===== src/rtl/pbnd_mul.sv =====
// Shared registered 33x33 magnitude multiplier
`timescale 1ns / 1ps
module pbnd_mul (
  input  logic        clk,
  input  logic [32:0] a,
  input  logic [32:0] b,
  output logic [65:0] p
);
  always_ff @(posedge clk) begin
    p <= a * b;
  end
endmodule


===== config.mk =====
export PLATFORM = sky130hd
export DESIGN_NAME = pbnd_mul
export DESIGN_NICKNAME = d
export VERILOG_FILES = /design/src/rtl/pbnd_mul.sv
export SDC_FILE = /design/constraint.sdc
export NUM_CORES = 2
export LEC_CHECK = 0
export BUFFER_PORTS_ARGS = -buffer_cell sky130_fd_sc_hd__buf_2
export CORE_UTILIZATION = 49
export CTS_CLUSTER_DIAMETER = 30
export DETAILED_ROUTE_END_ITERATION = 12
export HOLD_SLACK_MARGIN = 0.1
export MAX_ROUTING_LAYER = met4
export PLACE_DENSITY = 0.79
export SETUP_SLACK_MARGIN = 0.02
export SYNTH_ARGS = -nofsm -noshare
export SYNTH_HDL_FRONTEND = slang
export SYNTH_SLANG_ARGS = --single-unit

===== constraint.sdc =====
create_clock -name clk -period 7.6 [get_ports clk]
set_input_delay 1.14 -clock clk [delete_from_list [all_inputs] [get_ports clk]]
set_output_delay 1.14 -clock clk [all_outputs]
set_load 0.02 [all_outputs]

==> impl_metrics.env <==
export IMPL_syn_avg_cell_area_um2=9.04
export IMPL_syn_nets=5338
export IMPL_area_growth_syn_to_layout_pct=17.7
export IMPL_fin_nets=5721
export IMPL_fin_crit_ps=8020
export IMPL_grt_overflow=0
export IMPL_hold_buffers=0
export IMPL_critPathMaxStageDelay_ps=550
export IMPL_drv_cap=0
export IMPL_synth_seq_cells=66
export IMPL_synthesis_instances=4048
export IMPL_clk_pin_slew_ps=80
export IMPL_regMostFlops="p"
export IMPL_synth_common_cells="inv_1, fa_1, and2_1"
export IMPL_hold_violations=0
export IMPL_yosys_warnings=0
export IMPL_busiest_layer="met2"
export IMPL_status="finished with violations"
export IMPL_worstSetupStartpoint="a[18]"
export IMPL_synth_most_common_cell="inv_1"
export IMPL_cp_start_kind="input port"
export IMPL_ys_types=57
export IMPL_yosysSeqAreaShare_pct=3.61
export IMPL_ios=133
export IMPL_largest_register_ffs=66
export IMPL_netlist_area_um2=36600
export IMPL_via_per_inst=5.27
export IMPL_slowest_stage="fa_1"
export IMPL_routed_wl_mm=101
export IMPL_post_route_period_util_pct=106
export IMPL_slew_violations=0
export IMPL_start_util_pct=49.8
export IMPL_wire_per_inst_um=18.7
export IMPL_final_setup_viol_count=24
export IMPL_grt_total_usage_pct=28.6
export IMPL_die_height_um=275
export IMPL_core_um2=73500
export IMPL_use_met2_pct=48.5
export IMPL_cp_end_kind="flip-flop"
export IMPL_dr_pass1_iters=5
export IMPL_crit_top_cell="fa_1"
export IMPL_critPathKind="input port to flip-flop"
export IMPL_htreeDepth=3
export IMPL_fin_ws_ps=-425
export IMPL_rsz0062_at_grt="yes"
export IMPL_ant_nets=0
export IMPL_tritoncts="built"
export IMPL_critPathMaxFanout=6
export IMPL_root_buffer="clkbuf_16"
export IMPL_max_freq_mhz=125
export IMPL_die_area_um2=75800
export IMPL_gp_congestion=0.996
export IMPL_drt_iter0_markers=1908
export IMPL_numClockSinks=66
export IMPL_max_slew_margin_pct=59.2
export IMPL_synth_top_cells_by_area="fa_1, inv_1, and2_1, ha_1, nand2_1"
export IMPL_die_w_um=275
export IMPL_drc=0
export IMPL_cts_max_path_buffers=2
export IMPL_cts_inserted_buffers=9
export IMPL_yosysTopAreaCellShare_pct=52.4
export IMPL_synth_edf_count=0
export IMPL_grt_pass1_vias=31300
export IMPL_top_regs="p: 66 flops"
export IMPL_grt_max_degree=25
export IMPL_yosysTopAreaCell="fa_1"
export IMPL_layout_drive_gt1_share_pct=18.6
export IMPL_violations="negative setup slack"
export IMPL_place_port_buffers=132
export IMPL_antenna_found_initial=7
export IMPL_min_delay_start="b[1]"
export IMPL_min_path_type="input port to flip-flop"
export IMPL_fillers=5954
export IMPL_timing_critical_path_arrival_ps=8250
export IMPL_grt_pass1_wl_mm=161
export IMPL_met1_usage_pct=31.8
export IMPL_tightest_slew_ps=606
export IMPL_synthArstFlopShare_pct=0
export IMPL_fin_setup_tns_ps=-5800
export IMPL_hpwl_mm=85.5
export IMPL_synth_ff_type="dfxtp_1"
export IMPL_vias=28500
export IMPL_crit_end="p[54]$_DFF_P_"
export IMPL_cp_required_ps=7830
export IMPL_row_count=99
export IMPL_grtUsageMet3_pct=4.33
-- worst max-delay path, delay by kind of cell --
family / cells / cell delay [ps]
xor+xnor: 1 / 120
fa+ha+maj: 9 / 4240
buf+inv: 10 / 880
compound gates: 4 / 690
simple gates: 5 / 1210
-- worst min path at each step --
stage	end	slack [ps]	cells past startpoint
4_1_cts	p[1]$_DFF_P_	1390	3
5_1_grt	p[1]$_DFF_P_	1410	3
3_5_place_dp	p[51]	1550	1
3_3_place_gp	p[30]	1560	1
6_report	p[1]$_DFF_P_	1410	3
2_1_floorplan	p[0]$_DFF_P_	1270	1
-- repair_timing --
action | 4_1_cts | 5_1_grt
resized for setup | 242 | 116
cloned | 2 | 0
endpoints found under the setup margin | 37 | 39
pin swaps | 106 | 52
buffers inserted | 30 | 20
-- routing by layer --
layer	routed length, um	share of wire (%)	vias up
li1	-	-	12300
met1	34700	34	14500
met2	51800	51	1260
met3	7150	7.1	391
met4	7360	7.3	0
met5	0	0	-
-- cells in the final DEF (no fill, tap or decap), drive strengths merged, types with 3 or more instances in the layout --
| cell type | n |
|---|---|
| a211oi | 5 |
| clkinv | 3 |
| inv | 1049 |
| dfxtp | 66 |
| and4 | 4 |
| ha | 265 |
| a31oi | 6 |
| o21a | 7 |
| xor2 | 24 |
| fa | 958 |
| nor3 | 4 |
| nand3 | 10 |
| a21oi | 73 |
| diode | 6 |
| o21bai | 8 |
| and2 | 574 |
| o21ai | 40 |
| nor2 | 33 |
| nor2b | 6 |
| buf | 583 |
| nand4 | 16 |
| nand2 | 568 |
| and3 | 7 |
| a21boi | 3 |
| o31ai | 3 |
| a21o | 31 |
| xnor2 | 41 |
| clkbuf | 10 |
-- kinds of logic after synthesis --
kind of cell | count (synthesis) | share of synthesized area (%)
flops | 66 | 3.61
fa+ha+maj | 1223 | 61.5
xor+xnor | 65 | 1.56
compound gates | 201 | 3.45
buf+inv | 1260 | 12.9
simple gates | 1233 | 17.0
-- final cells by class --
type	count	area [um2]	share of cell area (%)
Clock inverter	6	67.6	0.157
Antenna cell	6	15.0	0.0348
Sequential cell	66	1320	3.07
Inverter	1049	3940	9.14
Clock buffer	10	229	0.531
Multi-Input combinational cell	2722	31600	73.3
Timing Repair Buffer	583	4740	11.0
Tap cell	959	1200	2.78
-- stage by stage --
step / util (%) / hold slack (ps) / setup WS, ps / cells / cell area (um2)
finish: 58.7 / 1410 / -425 / 5401 / 43100
detailed placement: 55.9 / 1550 / -1000 / 5333 / 41100
global placement: 55.9 / 1560 / -880 / 5333 / 41100
global route: 58.7 / 1410 / -639 / 5401 / 43100
CTS: 57.9 / 1390 / -443 / 5378 / 42500
floorplan: - / 1270 / -389 / 4048 / 36900
Power is not shown: default switching activity piles up to over one toggle a cycle in this logic, so the estimate is an artifact.
